$ cat config.mk
export PLATFORM = sky130hd
export DESIGN_NAME = tracking_wheel_odometry_core
export DESIGN_NICKNAME = d
export VERILOG_FILES = /design/src/rtl/tw_odo_pkg.sv /design/src/rtl/tw_odo_datapath.sv /design/src/rtl/tracking_wheel_odometry_core.sv
export SDC_FILE = /design/constraint.sdc
export NUM_CORES = 2
export LEC_CHECK = 0
export BUFFER_PORTS_ARGS = -buffer_cell sky130_fd_sc_hd__buf_2
export CAP_MARGIN = 5
export CELL_PAD_IN_SITES_DETAIL_PLACEMENT = 2
export CELL_PAD_IN_SITES_GLOBAL_PLACEMENT = 2
export CORE_MARGIN = 8
export CORE_UTILIZATION = 41
export CTS_CLUSTER_SIZE = 28
export DETAILED_ROUTE_END_ITERATION = 10
export PLACE_DENSITY_LB_ADDON = 0.1
export SLEW_MARGIN = 40
export SYNTH_ARGS = -nofsm -noshare
export SYNTH_HDL_FRONTEND = slang
export SYNTH_SLANG_ARGS = --single-unit
$ cat constraint.sdc
create_clock -name clk -period 7.6 [get_ports clk]
set_input_delay 1.14 -clock clk [delete_from_list [all_inputs] [get_ports clk]]
set_output_delay 1.14 -clock clk [all_outputs]
set_load 0.02 [all_outputs]
$ cat src/rtl/tw_odo_pkg.sv
// Shared types and constants for the tracking wheel odometry core.
package tw_odo_pkg;

	// CORDIC datapath width: wheel product (34b) times quarter turn, gain and margin
	localparam int CW = 37;
	// Rotated value after the 2^-12 rounding step
	localparam int MW = CW - 12;
	// Booth product of the rounded value and the inverse gain
	localparam int PW = MW + 32;

	localparam int CNT_W = 5;
	localparam int ATAN_N = 24;
	localparam int SR_W = 33;

	// Radix-4 digits: tiles_per_turn padded to 20 bits, inverse gain padded to 32 bits
	localparam int MUL_DIGITS = 10;
	localparam int SCL_DIGITS = 16;

	// Limit of the inverse CORDIC gain, Q30
	localparam logic [29:0] INV_GAIN_Q30 = 30'h26DD3B6A;

	// Configuration register indexes (paddr[2])
	localparam logic REG_TILES = 1'b0;

	// atan(2^-i) in units of 2^-32 turn
	localparam logic [31:0] ATAN_TURN32 [ATAN_N] = '{
		32'h20000000, 32'h12E4051E, 32'h09FB385B, 32'h051111D4,
		32'h028B0D43, 32'h0145D7E1, 32'h00A2F61E, 32'h00517C55,
		32'h0028BE53, 32'h00145F2F, 32'h000A2F98, 32'h000517CC,
		32'h00028BE6, 32'h000145F3, 32'h0000A2FA, 32'h0000517D,
		32'h000028BE, 32'h0000145F, 32'h00000A30, 32'h00000518,
		32'h0000028C, 32'h00000146, 32'h000000A3, 32'h00000051
	};

	typedef struct packed {
		logic               done;
		logic signed [31:0] gx;
		logic signed [31:0] gy;
	} rot_res_t;

endpackage

$ cat src/rtl/tw_odo_datapath.sv
// Serial scaling, CORDIC rotation and gain correction of one two-wheel displacement vector.
module tw_odo_datapath #(
	parameter int CORDIC_STEPS = 16,
	parameter int ANGLE_BITS   = 16
) (
	input  logic                  clk,
	input  logic                  arst_n,
	input  logic                  start,
	input  logic signed [15:0]    dx,
	input  logic signed [15:0]    dy,
	input  logic [17:0]           tiles,
	input  logic [15:0]           heading,
	output tw_odo_pkg::rot_res_t  res
);
	import tw_odo_pkg::*;

	localparam int AB = ANGLE_BITS;

	function automatic logic [ATAN_N*ANGLE_BITS-1:0] build_steps();
		logic [ATAN_N*ANGLE_BITS-1:0] r;
		logic [32:0]                  v;
		r = '0;
		for (int i = 0; i < ATAN_N; i++) begin
			v = {1'b0, ATAN_TURN32[i]} + (33'd1 << (31 - AB));
			r[i*AB +: AB] = AB'(v >> (32 - AB));
		end
		return r;
	endfunction

	localparam logic [ATAN_N*AB-1:0] STEPS = build_steps();
	localparam logic signed [AB-1:0] EIGHTH = AB'(1) << (AB - 3);

	// radix-4 Booth partial product
	function automatic logic signed [PW-1:0] booth_term(logic [2:0] b,
	                                                    logic signed [MW-1:0] m);
		logic signed [PW-1:0] e;
		logic signed [PW-1:0] t;
		e = PW'(m);
		case (b) inside
			3'b001, 3'b010: t = e;
			3'b011:         t = e <<< 1;
			3'b100:         t = -(e <<< 1);
			3'b101, 3'b110: t = -e;
			default:        t = '0;
		endcase
		return t;
	endfunction

	typedef enum logic [6:0] {
		P_IDLE = 7'b0000001,
		P_MUL  = 7'b0000010,
		P_PRE  = 7'b0000100,
		P_ROT  = 7'b0001000,
		P_RND  = 7'b0010000,
		P_SCL  = 7'b0100000,
		P_OUT  = 7'b1000000
	} phase_t;

	phase_t                  phase_q;
	logic [CNT_W-1:0]        cnt_q;
	logic [SR_W-1:0]         sr_q;
	logic signed [MW-1:0]    mx_q, my_q;
	logic signed [PW-1:0]    ax_q, ay_q;
	logic signed [CW-1:0]    cx_q, cy_q;
	logic signed [AB-1:0]    z_q;
	logic [1:0]              quad_q;
	logic signed [31:0]      gx_q, gy_q;
	logic                    done_q;

	logic [39:0]             h_wide;
	logic [AB-1:0]           h_ang;
	logic [AB-1:0]           h_off;
	logic signed [AB-1:0]    z_init;
	logic signed [CW-1:0]    lx, ly, shx, shy, rx, ry;
	logic signed [AB-1:0]    step;
	logic signed [PW-1:0]    out_x, out_y;

	// heading to ANGLE_BITS, offset by an eighth turn, split into quadrant and residue
	assign h_wide = {heading, 24'd0};
	assign h_ang  = h_wide[39 -: AB];
	assign h_off  = h_ang + (AB'(1) << (AB - 3));
	assign z_init = $signed({2'b00, h_off[AB-3:0]}) - EIGHTH;

	assign lx    = ax_q[CW-1:0];
	assign ly    = ay_q[CW-1:0];
	assign shx   = cx_q >>> cnt_q;
	assign shy   = cy_q >>> cnt_q;
	assign step  = $signed(STEPS[cnt_q*AB +: AB]);
	assign rx    = cx_q + CW'(2048);
	assign ry    = cy_q + CW'(2048);
	assign out_x = ax_q + (PW'(1) <<< 33);
	assign out_y = ay_q + (PW'(1) <<< 33);

	always_ff @(posedge clk or negedge arst_n) begin
		if (!arst_n) begin
			phase_q <= P_IDLE;
			cnt_q   <= '0;
			done_q  <= 1'b0;
		end else begin
			done_q <= 1'b0;
			unique case (phase_q)
				P_IDLE: begin
					if (start) begin
						phase_q <= P_MUL;
						cnt_q   <= '0;
					end
				end
				P_MUL: begin
					cnt_q <= cnt_q + 1'b1;
					if (cnt_q == CNT_W'(MUL_DIGITS - 1))
						phase_q <= P_PRE;
				end
				P_PRE: begin
					phase_q <= P_ROT;
					cnt_q   <= '0;
				end
				P_ROT: begin
					cnt_q <= cnt_q + 1'b1;
					if (cnt_q == CNT_W'(CORDIC_STEPS - 1))
						phase_q <= P_RND;
				end
				P_RND: begin
					phase_q <= P_SCL;
					cnt_q   <= '0;
				end
				P_SCL: begin
					cnt_q <= cnt_q + 1'b1;
					if (cnt_q == CNT_W'(SCL_DIGITS - 1))
						phase_q <= P_OUT;
				end
				P_OUT: begin
					phase_q <= P_IDLE;
					done_q  <= 1'b1;
				end
				default: phase_q <= P_IDLE;
			endcase
		end
	end

	always_ff @(posedge clk) begin
		case (phase_q)
			P_IDLE: begin
				if (start) begin
					mx_q   <= MW'(dx);
					my_q   <= MW'(dy);
					ax_q   <= '0;
					ay_q   <= '0;
					sr_q   <= {2'b00, tiles, 1'b0, 12'd0};
					quad_q <= h_off[AB-1 -: 2];
					z_q    <= z_init;
				end
			end
			P_MUL, P_SCL: begin
				ax_q <= (ax_q <<< 2) + booth_term(sr_q[SR_W-1 -: 3], mx_q);
				ay_q <= (ay_q <<< 2) + booth_term(sr_q[SR_W-1 -: 3], my_q);
				sr_q <= sr_q << 2;
			end
			P_PRE: begin
				case (quad_q)
					2'd1: begin cx_q <= -ly; cy_q <= lx;  end
					2'd2: begin cx_q <= -lx; cy_q <= -ly; end
					2'd3: begin cx_q <= ly;  cy_q <= -lx; end
					default: begin cx_q <= lx; cy_q <= ly; end
				endcase
			end
			P_ROT: begin
				if (!z_q[AB-1]) begin
					cx_q <= cx_q - shy;
					cy_q <= cy_q + shx;
					z_q  <= z_q - step;
				end else begin
					cx_q <= cx_q + shy;
					cy_q <= cy_q - shx;
					z_q  <= z_q + step;
				end
			end
			P_RND: begin
				mx_q <= rx[CW-1:12];
				my_q <= ry[CW-1:12];
				ax_q <= '0;
				ay_q <= '0;
				sr_q <= {2'b00, INV_GAIN_Q30, 1'b0};
			end
			P_OUT: begin
				gx_q <= 32'($signed(out_x[PW-1:34]));
				gy_q <= 32'($signed(out_y[PW-1:34]));
			end
			default: ;
		endcase
	end

	assign res.done = done_q;
	assign res.gx   = gx_q;
	assign res.gy   = gy_q;

endmodule

$ cat src/rtl/tracking_wheel_odometry_core.sv
// Top level of the two tracking wheel odometry core: stream ports, APB register, position.
//
// Dead-reckoning position from a sideways and a forward tracking wheel and a
// heading sensor. Each input request carries both wheel shaft angles and the
// heading as binary angles (65536 units per turn). An update request takes each
// wheel's change since the previous request as a signed 16-bit difference
// (half a turn counts as -32768), scales it by tiles_per_turn (Q2.16), rotates
// the local vector counterclockwise by the heading and adds it into saturating
// Q16.16 position registers. A reset request (tuser = 1) clears the position and
// takes the current wheel angles as reference; its heading is ignored. Every
// request yields one result with the new position.
// The datapath is digit serial. An update request runs through 10 radix-4 Booth
// scaling digits, a quadrant pre-rotation step, CORDIC_STEPS CORDIC iterations,
// a rounding step and 16 digits of Booth gain correction; the datapath then
// registers its result and done, the core enters its finish state and the
// output register loads once it is free. A reset request goes straight to the
// finish state and loads its result from there. One request is in work at a
// time; the next is accepted in the cycle after the result enters the output
// register, even while that result still waits for m_tready.
// tiles_per_turn lives at byte address 0 and resets to 23591; write it only
// while the core is idle.
module tracking_wheel_odometry_core #(
	parameter int CORDIC_STEPS = 16,
	parameter int ANGLE_BITS   = 16
) (
	input  logic        clk,
	input  logic        arst_n,
	// input requests
	input  logic        s_tvalid,
	output logic        s_tready,
	input  logic [47:0] s_tdata,   // x_wheel_angle[15:0], y_wheel_angle[31:16], heading_angle[47:32]
	input  logic [0:0]  s_tuser,   // cmd[0]: 0 update, 1 reset position
	// results
	output logic        m_tvalid,
	input  logic        m_tready,
	output logic [63:0] m_tdata,   // pos_x[31:0], pos_y[63:32]
	// configuration
	input  logic        psel,
	input  logic        penable,
	input  logic        pwrite,
	input  logic [2:0]  paddr,
	input  logic [31:0] pwdata,
	output logic [31:0] prdata,
	output logic        pready
);
	import tw_odo_pkg::*;

	typedef enum logic [2:0] {
		ST_IDLE = 3'b001,
		ST_CALC = 3'b010,
		ST_FIN  = 3'b100
	} state_t;

	function automatic logic signed [31:0] sat_add(logic signed [31:0] a,
	                                               logic signed [31:0] b);
		logic signed [32:0] s;
		logic signed [31:0] r;
		s = 33'(a) + 33'(b);
		if (s[32] != s[31])
			r = s[32] ? 32'sh80000000 : 32'sh7FFFFFFF;
		else
			r = s[31:0];
		return r;
	endfunction

	state_t             state_q;
	logic [17:0]        tiles_q;
	logic [15:0]        last_x_q, last_y_q;
	logic signed [31:0] acc_x_q, acc_y_q;
	logic               cmd_q;
	logic               m_tvalid_q;
	logic [63:0]        m_tdata_q;

	logic               accept;
	logic               start;
	logic               out_load;
	logic signed [15:0] dx, dy;
	logic signed [31:0] nx, ny;
	rot_res_t           res;

	assign s_tready = (state_q == ST_IDLE);
	assign accept   = s_tvalid & s_tready;
	assign start    = accept & ~s_tuser[0];
	assign out_load = (state_q == ST_FIN) & (~m_tvalid_q | m_tready);

	// wrapping difference: the 16-bit result read as signed is the half-turn wrap
	assign dx = $signed(s_tdata[15:0] - last_x_q);
	assign dy = $signed(s_tdata[31:16] - last_y_q);

	assign nx = cmd_q ? 32'sd0 : sat_add(acc_x_q, res.gx);
	assign ny = cmd_q ? 32'sd0 : sat_add(acc_y_q, res.gy);

	tw_odo_datapath #(
		.CORDIC_STEPS (CORDIC_STEPS),
		.ANGLE_BITS   (ANGLE_BITS)
	) u_datapath (
		.clk     (clk),
		.arst_n  (arst_n),
		.start   (start),
		.dx      (dx),
		.dy      (dy),
		.tiles   (tiles_q),
		.heading (s_tdata[47:32]),
		.res     (res)
	);

	always_ff @(posedge clk or negedge arst_n) begin
		if (!arst_n) begin
			state_q    <= ST_IDLE;
			tiles_q    <= 18'd23591;
			last_x_q   <= '0;
			last_y_q   <= '0;
			acc_x_q    <= '0;
			acc_y_q    <= '0;
			cmd_q      <= 1'b0;
			m_tvalid_q <= 1'b0;
		end else begin
			if (psel && penable && pwrite && pready && paddr[2] == REG_TILES)
				tiles_q <= pwdata[17:0];

			if (out_load)
				m_tvalid_q <= 1'b1;
			else if (m_tready)
				m_tvalid_q <= 1'b0;

			unique case (state_q)
				ST_IDLE: begin
					if (accept) begin
						last_x_q <= s_tdata[15:0];
						last_y_q <= s_tdata[31:16];
						cmd_q    <= s_tuser[0];
						state_q  <= s_tuser[0] ? ST_FIN : ST_CALC;
					end
				end
				ST_CALC: begin
					if (res.done)
						state_q <= ST_FIN;
				end
				ST_FIN: begin
					if (out_load) begin
						acc_x_q <= nx;
						acc_y_q <= ny;
						state_q <= ST_IDLE;
					end
				end
				default: state_q <= ST_IDLE;
			endcase
		end
	end

	always_ff @(posedge clk) begin
		if (out_load)
			m_tdata_q <= {ny, nx};
	end

	assign m_tvalid = m_tvalid_q;
	assign m_tdata  = m_tdata_q;
	assign pready   = 1'b1;
	assign prdata   = (paddr[2] == REG_TILES) ? {14'd0, tiles_q} : 32'd0;

endmodule

**Yosys cells after proc, flatten, opt, wreduce, memory -nomap -nowiden**

Cells that the tools add are included.

- Register bits after elaboration: 531
- Latch bits: 0
- Bits in writable memories: 0
- Memory bits (read-only): 0
- Input bits: 91
- Output and inout bits: 99
- Logic and storage cells: 161
- Memories kept: 0

- $add $sub $neg: 25
- $mul: 0
- Div/mod/pow operators: 0
- Order comparisons: 0
- Equality and inequality tests: 30
- Shift-type cells: 3
- Multiplexer cells: 50
- Bitwise gates (word level): 7
- Reduce and logical (&&, ||, !) cells: 23

Operator list:

| kind | count |
|---|---|
| $mux W57 | 11 |
| $shiftx A384 B10 Y16 const A | 1 |
| $pmux W57 S3 | 2 |
| $pmux W37 S3 | 2 |
| $mux W32 | 6 |
| $pmux W37 S2 | 2 |
| $add A57 B35 Y57 const B | 2 |
| $add A57 B57 Y57 | 2 |
| $neg A25 Y57 | 2 |
| $neg A26 Y57 | 2 |
| $pmux W25 S2 | 2 |
| $pmux W33 S3 | 1 |
| $add A37 B13 Y37 const B | 2 |
| $add A37 B37 Y37 | 2 |
| $mux W37 | 2 |
| $neg A37 Y37 | 2 |
| $sshr A37 B5 Y37 | 2 |
| $sub A37 B37 Y37 | 2 |
| $add A32 B23 Y33 | 2 |
| $mux W25 | 2 |
| $sub A16 B16 Y16 | 3 |
| $pmux W7 S6 | 1 |
| $mux W33 | 1 |
| $mux W16 | 2 |
| other kinds (39) | 80 |

**Longest topological paths before layout**

- Word-level depth: 9
- Mapped depth: 28
- Depth with buffers taken out: 25

**Cells and area by module**

A second synthesis with hierarchy kept.

- Cell total of the unflattened synthesis: 5938
- Area, all modules: 50504.7 µm²

By module, submodules not included:

| module | instances | cells an instance | area each (µm²) | seq. area each (µm²) |
|---|---|---|---|---|
| tw_odo_datapath | 1 | 4624 | 38534.5 | 10206.0 |
| tracking_wheel_odometry_core | 1 | 1314 | 11970.2 | 4911.0 |

**Worst setup path before layout**

No wires, ideal clock.

- Path type: register to register
- Start point: register u_datapath.my_q[3]
- End point: register u_datapath.ay_q[56] (data pin)
- Library setup time: 0.266 ns
- Data arrival time: 5.771 ns
- Required time: 7.334 ns
- Setup slack: 1.563 ns
- Stages on the path, launching flop included: 23
- Buffers on the path: 0
- Period minus slack after synthesis: 6.037 ns
- Cell sequence: edfxtp_1 > or3_1 > or3b_2 > or2_2 > or4_1 > or2_2 > o41a_1 > nor2_1 > a21oi_1 > a2bb2oi_1 > a21oi_1 > ha_1 > a21o_1 > a21o_1 > a21o_1 > a221o_1 > a21oi_1 > o21ai_0 > a41o_1 > or3_1 > a31oi_1 > xnor2_1 > nor2_1

- Longest elaborated chain between the ends: 8
- Elaborated cells between the ends (all ways): 9
- Classes of those cells: add/sub: 3; mux: 6

RTL lines:

| what | RTL line | source |
|---|---|---|
| start, declared | tw_odo_datapath.sv:62 | `logic signed [MW-1:0] mx_q, my_q;` |
| start signal, assigned | tw_odo_datapath.sv:145 | `my_q <= MW'(dy);` |
| start signal, assigned | tw_odo_datapath.sv:179 | `my_q <= ry[CW-1:12];` |
| $neg A25 Y57 | tw_odo_datapath.sv:43 | `3'b101, 3'b110: t = -e;` |
| $mux W57 (3 in series) | tw_odo_datapath.sv:39 | `case (b) inside` |
| $mux W57 * | tw_odo_datapath.sv:39 |  |
| $mux W57 * | tw_odo_datapath.sv:141 | `case (phase_q)` |
| $add A57 B57 Y57 * | tw_odo_datapath.sv:155 | `ay_q <= (ay_q <<< 2) + booth_term(sr_q[SR_W-1 -: 3], my_q);` |
| $pmux W57 S3 * | tw_odo_datapath.sv:141 |  |
| end signal, assigned | tw_odo_datapath.sv:155 |  |
| end, declared | tw_odo_datapath.sv:63 | `logic signed [PW-1:0] ax_q, ay_q;` |

Mark *: on every way between the ends. The rest lies on a longest branch, timed or not. The select of a mux whose other input is x is not followed.
A chain may end at the register's enable or synchronous reset.

**Worst setup path after layout**

- Start point: register u_datapath.cnt_q[3]
- End point: register u_datapath.cx_q[35] (data pin)

- Longest elaborated chain between the ends: 4
- Elaborated cells between the ends (all ways): 5
- Classes of those cells: add/sub: 2; shift: 1; mux: 2

RTL lines:

| what | RTL line | source |
|---|---|---|
| start, declared | tw_odo_datapath.sv:60 | `logic [CNT_W-1:0] cnt_q;` |
| start signal, assigned | tw_odo_datapath.sv:109 | `cnt_q <= cnt_q + 1'b1;` |
| start signal, assigned | tw_odo_datapath.sv:118 | `cnt_q <= cnt_q + 1'b1;` |
| start signal, assigned | tw_odo_datapath.sv:127 | `cnt_q <= cnt_q + 1'b1;` |
| $sshr A37 B5 Y37 * | tw_odo_datapath.sv:87 | `assign shy = cy_q >>> cnt_q;` |
| $sub A37 B37 Y37 or $add A37 B37 Y37 (tied branches) | tw_odo_datapath.sv:168, tw_odo_datapath.sv:172 |  |
| $mux W37 * | tw_odo_datapath.sv:167 | `if (!z_q[AB-1]) begin` |
| $pmux W37 S2 * | tw_odo_datapath.sv:141 |  |
| end signal, assigned | tw_odo_datapath.sv:163 | `default: begin cx_q <= lx; cy_q <= ly; end` |
| end signal, assigned | tw_odo_datapath.sv:168 | `cx_q <= cx_q - shy;` |
| end signal, assigned | tw_odo_datapath.sv:172 | `cx_q <= cx_q + shy;` |
| end, declared | tw_odo_datapath.sv:64 | `logic signed [CW-1:0] cx_q, cy_q;` |

Mark *: on every way between the ends. The rest lies on a longest branch, timed or not.

==> results.toml <==
[placement]
place_ws_ps = 273
io_buffers = 158
gp_congestion = 0.955
place.detailed.hpwl_um = 150000
place_area_um2 = 51400

[route]
routedWlPerCell_um = 27.4
ant_nets = 0
dr.pass1.iters = 6
drt-total-wl_um = 196000
vias_per_cell = 6.37
drc = 0
drtIter0Drc = 3295
vias = 45600

[critical_path]
worstSetupStartpointType = "flop"
r2r_cells = 19
required_ps = 7980
worst_setup_path_end_kind = "flop"
cp_max_fo = 37
arrival_ps = 7570
criticalPathCategory = "flop to flop"

[power]
p_leak_nw = 22.8
intPower_w = 0.00520
seqPwrFrac = 0.460
ir_worst_vdd_uv = 150
power_w = 0.00676
powerDensity_nw_per_um2 = 126
comb_power_share = 0.029
clkPwrFrac = 0.511
switching_share = 0.232
p_switching_w = 0.00157

[clock_network]
clock-sinks = 525
cts_setup_buffers = 0
htreeDepth = 3
cts_buffers = 69
clockBufferDepth = 3
tritoncts = "yes"
clk_latency_ps = 680
clockRootBuffer = "clkbuf_16"
ctsHoldBuffers = 0
clk_pin_slew_ps = 60
postCtsResizedCells = 0

[grt]
grt.total_usage = 0.288
use_met2 = 0.480
grt_max_degree = 86
antenna_found_initial = 9
grt_pass1_wl_um = 299000
grt_pass1_vias = 48800
grtUsageMet1 = 0.385
use_met3 = 0.0399
gr-max-usage-layer = "met2"
overflow = 0

[sta]
timing.final.crit_period_ps = 7190
setup_tns_ps = 0
hold_viol = 0
relSlewSlack = 0.357
tightest_slew_ps = 961
post-route-period-util = 0.945
finalSetupViolations = 0
worst_slack_ps = 415
slew_viol_final = 0
rsz0062_at_grt = "no"
fmax_mhz = 139
finClkSkew_ps = 27.6
holdWs_ps = 382

[hold_path]
hold_path_class = "primary input to async pin"

[cells_and_area]
syn2layout_area_growth_pct = 9.82
num-fill-cells = 12900
post-route-cell-area_um2 = 53800
drive_gt1_frac = 0.126
nNetsFinal = 5975
final_common_cell = "nand2_1"
final_cell_mix = "570 x nand2_1, 476 x a21oi_1, 456 x nor2_1"

[logic_synthesis]
syn_area_um2 = 49000
ys_types = 109
synthFlopType = "edfxtp_1"
synth_area_per_cell_um2 = 8.88
postSynthCellCount = 5514
synth_top_area_frac = 0.241
synth_edf_count = 393
yosysWarnings = 0
synth_seq_cells = 525
synthTopCellsByArea = "edfxtp_1 24%, ha_1 8.0%, dfrtp_1 6.2%"
synth_top_cell_by_area = "edfxtp_1"
ys_seq_area_frac = 0.309
async_reset_ff_frac = 0.251

[die]
dieArea_um2 = 131000
core-area_um2 = 118000
die_y_um = 362
die_w_um = 362
start_util = 0.414
io_pins = 190
fp-row-count = 126

[job]
drv_cap = 0

[run_status]
outcome = "finished clean"
==> synth_stat cells, types with 44 or more instances <==
master / number
clkbuf_1: 227
nor3_1: 107
a221oi_1: 49
and2_1: 44
and3_1: 58
nand4_1: 51
xnor2_1: 319
o211ai_1: 52
a21o_1: 136
o22ai_1: 62
nor2_1: 460
xor2_1: 222
mux2_2: 100
nand3_1: 135
a21oi_1: 476
o31ai_1: 50
a31oi_1: 53
mux4_2: 86
nand2_1: 573
edfxtp_1: 393
nand2b_1: 70
mux2i_1: 72
o21ai_0: 369
ha_1: 312
inv_1: 151
nor2b_1: 75
dfrtp_1: 122
==> kinds of logic after synthesis <==
logic type	share of synthesized area
buffers and inverters	0.0439
multiplexers	0.0890
AND/OR/NAND/NOR	0.168
flip-flops	0.309
XOR/XNOR	0.0971
other	0.000153
AO/OA/AOI/OAI	0.209
adder cells (fa/ha/maj)	0.0842
==> state kept, by name, indices dropped and copies added, names as in the netlist, 7 cells and up <==
signal,count
u_datapath.sr_q,27
u_datapath.cy_q,37
u_datapath.my_q,25
u_datapath.mx_q,25
m_tdata,64
u_datapath.phase_q,7
u_datapath.gx_q,23
u_datapath.ax_q,57
u_datapath.ay_q,57
acc_x_q,32
acc_y_q,32
last_y_q,16
last_x_q,16
tiles_q,18
u_datapath.gy_q,23
u_datapath.z_q,16
u_datapath.cx_q,37
==> critical path: stages (launching register included) <==
cell	delay, ps
dfrtp_2	900
buf_4	410
nor3b_1	90
buf_4	210
a22oi_1	190
o211ai_1	120
a221oi_1	580
nand4_1	220
nor2_1	400
and2_1	290
a21oi_1	110
xnor2_1	480
ha_1	400
a2111oi_0	580
a31oi_1	410
a41oi_1	680
o311ai_0	290
a31oi_1	260
xor2_1	170
o21ai_0	80
==> through the flow <==
stage,util,instances
CTS,0.454,7154
global route,0.455,7156
finish,0.455,7157
floorplan,-,5527
global placement,0.433,7018
detailed placement,0.434,7026
==> power groups by stage <==
stage	Clock [W]	Sequential, W	Combinational, W
2_1_floorplan	0	0.00316	0.000114
4_1_cts	0.00355	0.00311	0.000200
6_report	0.00346	0.00311	0.000195
5_1_grt	0.00362	0.00311	0.000216
3_5_place_dp	0	0.00317	0.000197
3_3_place_gp	0	0.00317	0.000188
==> final timing paths <==
check,startpoint,endpoint,slack [ps]
setup / recovery,u_datapath.cnt_q[3]$_DFFE_PN0P_,u_datapath.cx_q[35]$_DFFE_PP_,410
setup reg to reg,u_datapath.cnt_q[3]$_DFFE_PN0P_,u_datapath.cx_q[35]$_DFFE_PP_,410
max in group asynchronous,arst_n,u_datapath.cnt_q[1]$_DFFE_PN0P_,6140
hold / removal,arst_n,acc_x_q[30]$_DFFE_PN0P_,380
min in group clk,acc_y_q[26]$_DFFE_PN0P_,acc_y_q[26]$_DFFE_PN0P_,490
hold reg to reg,acc_y_q[26]$_DFFE_PN0P_,acc_y_q[26]$_DFFE_PN0P_,490
==> layer usage <==
layer	wire length (µm)	up-vias
met3	11400	372
met2	92500	1307
met5	0	-
met4	6770	0
met1	85800	23400
li1	-	20500
==> final cells by class <==
class                      instances  area, µm²  share of cell area
tap                             1536       1920              0.0357
clock buffer                      88       1900              0.0353
timing repair buffer             292       1940              0.0361
multi-input combinational       4519      31800               0.592
antenna                            1       2.50           0.0000465
clock inverter                    40        450             0.00838
sequential                       525      15100               0.281
inverter                         156        588              0.0109
(Power assumes the default switching activity.)
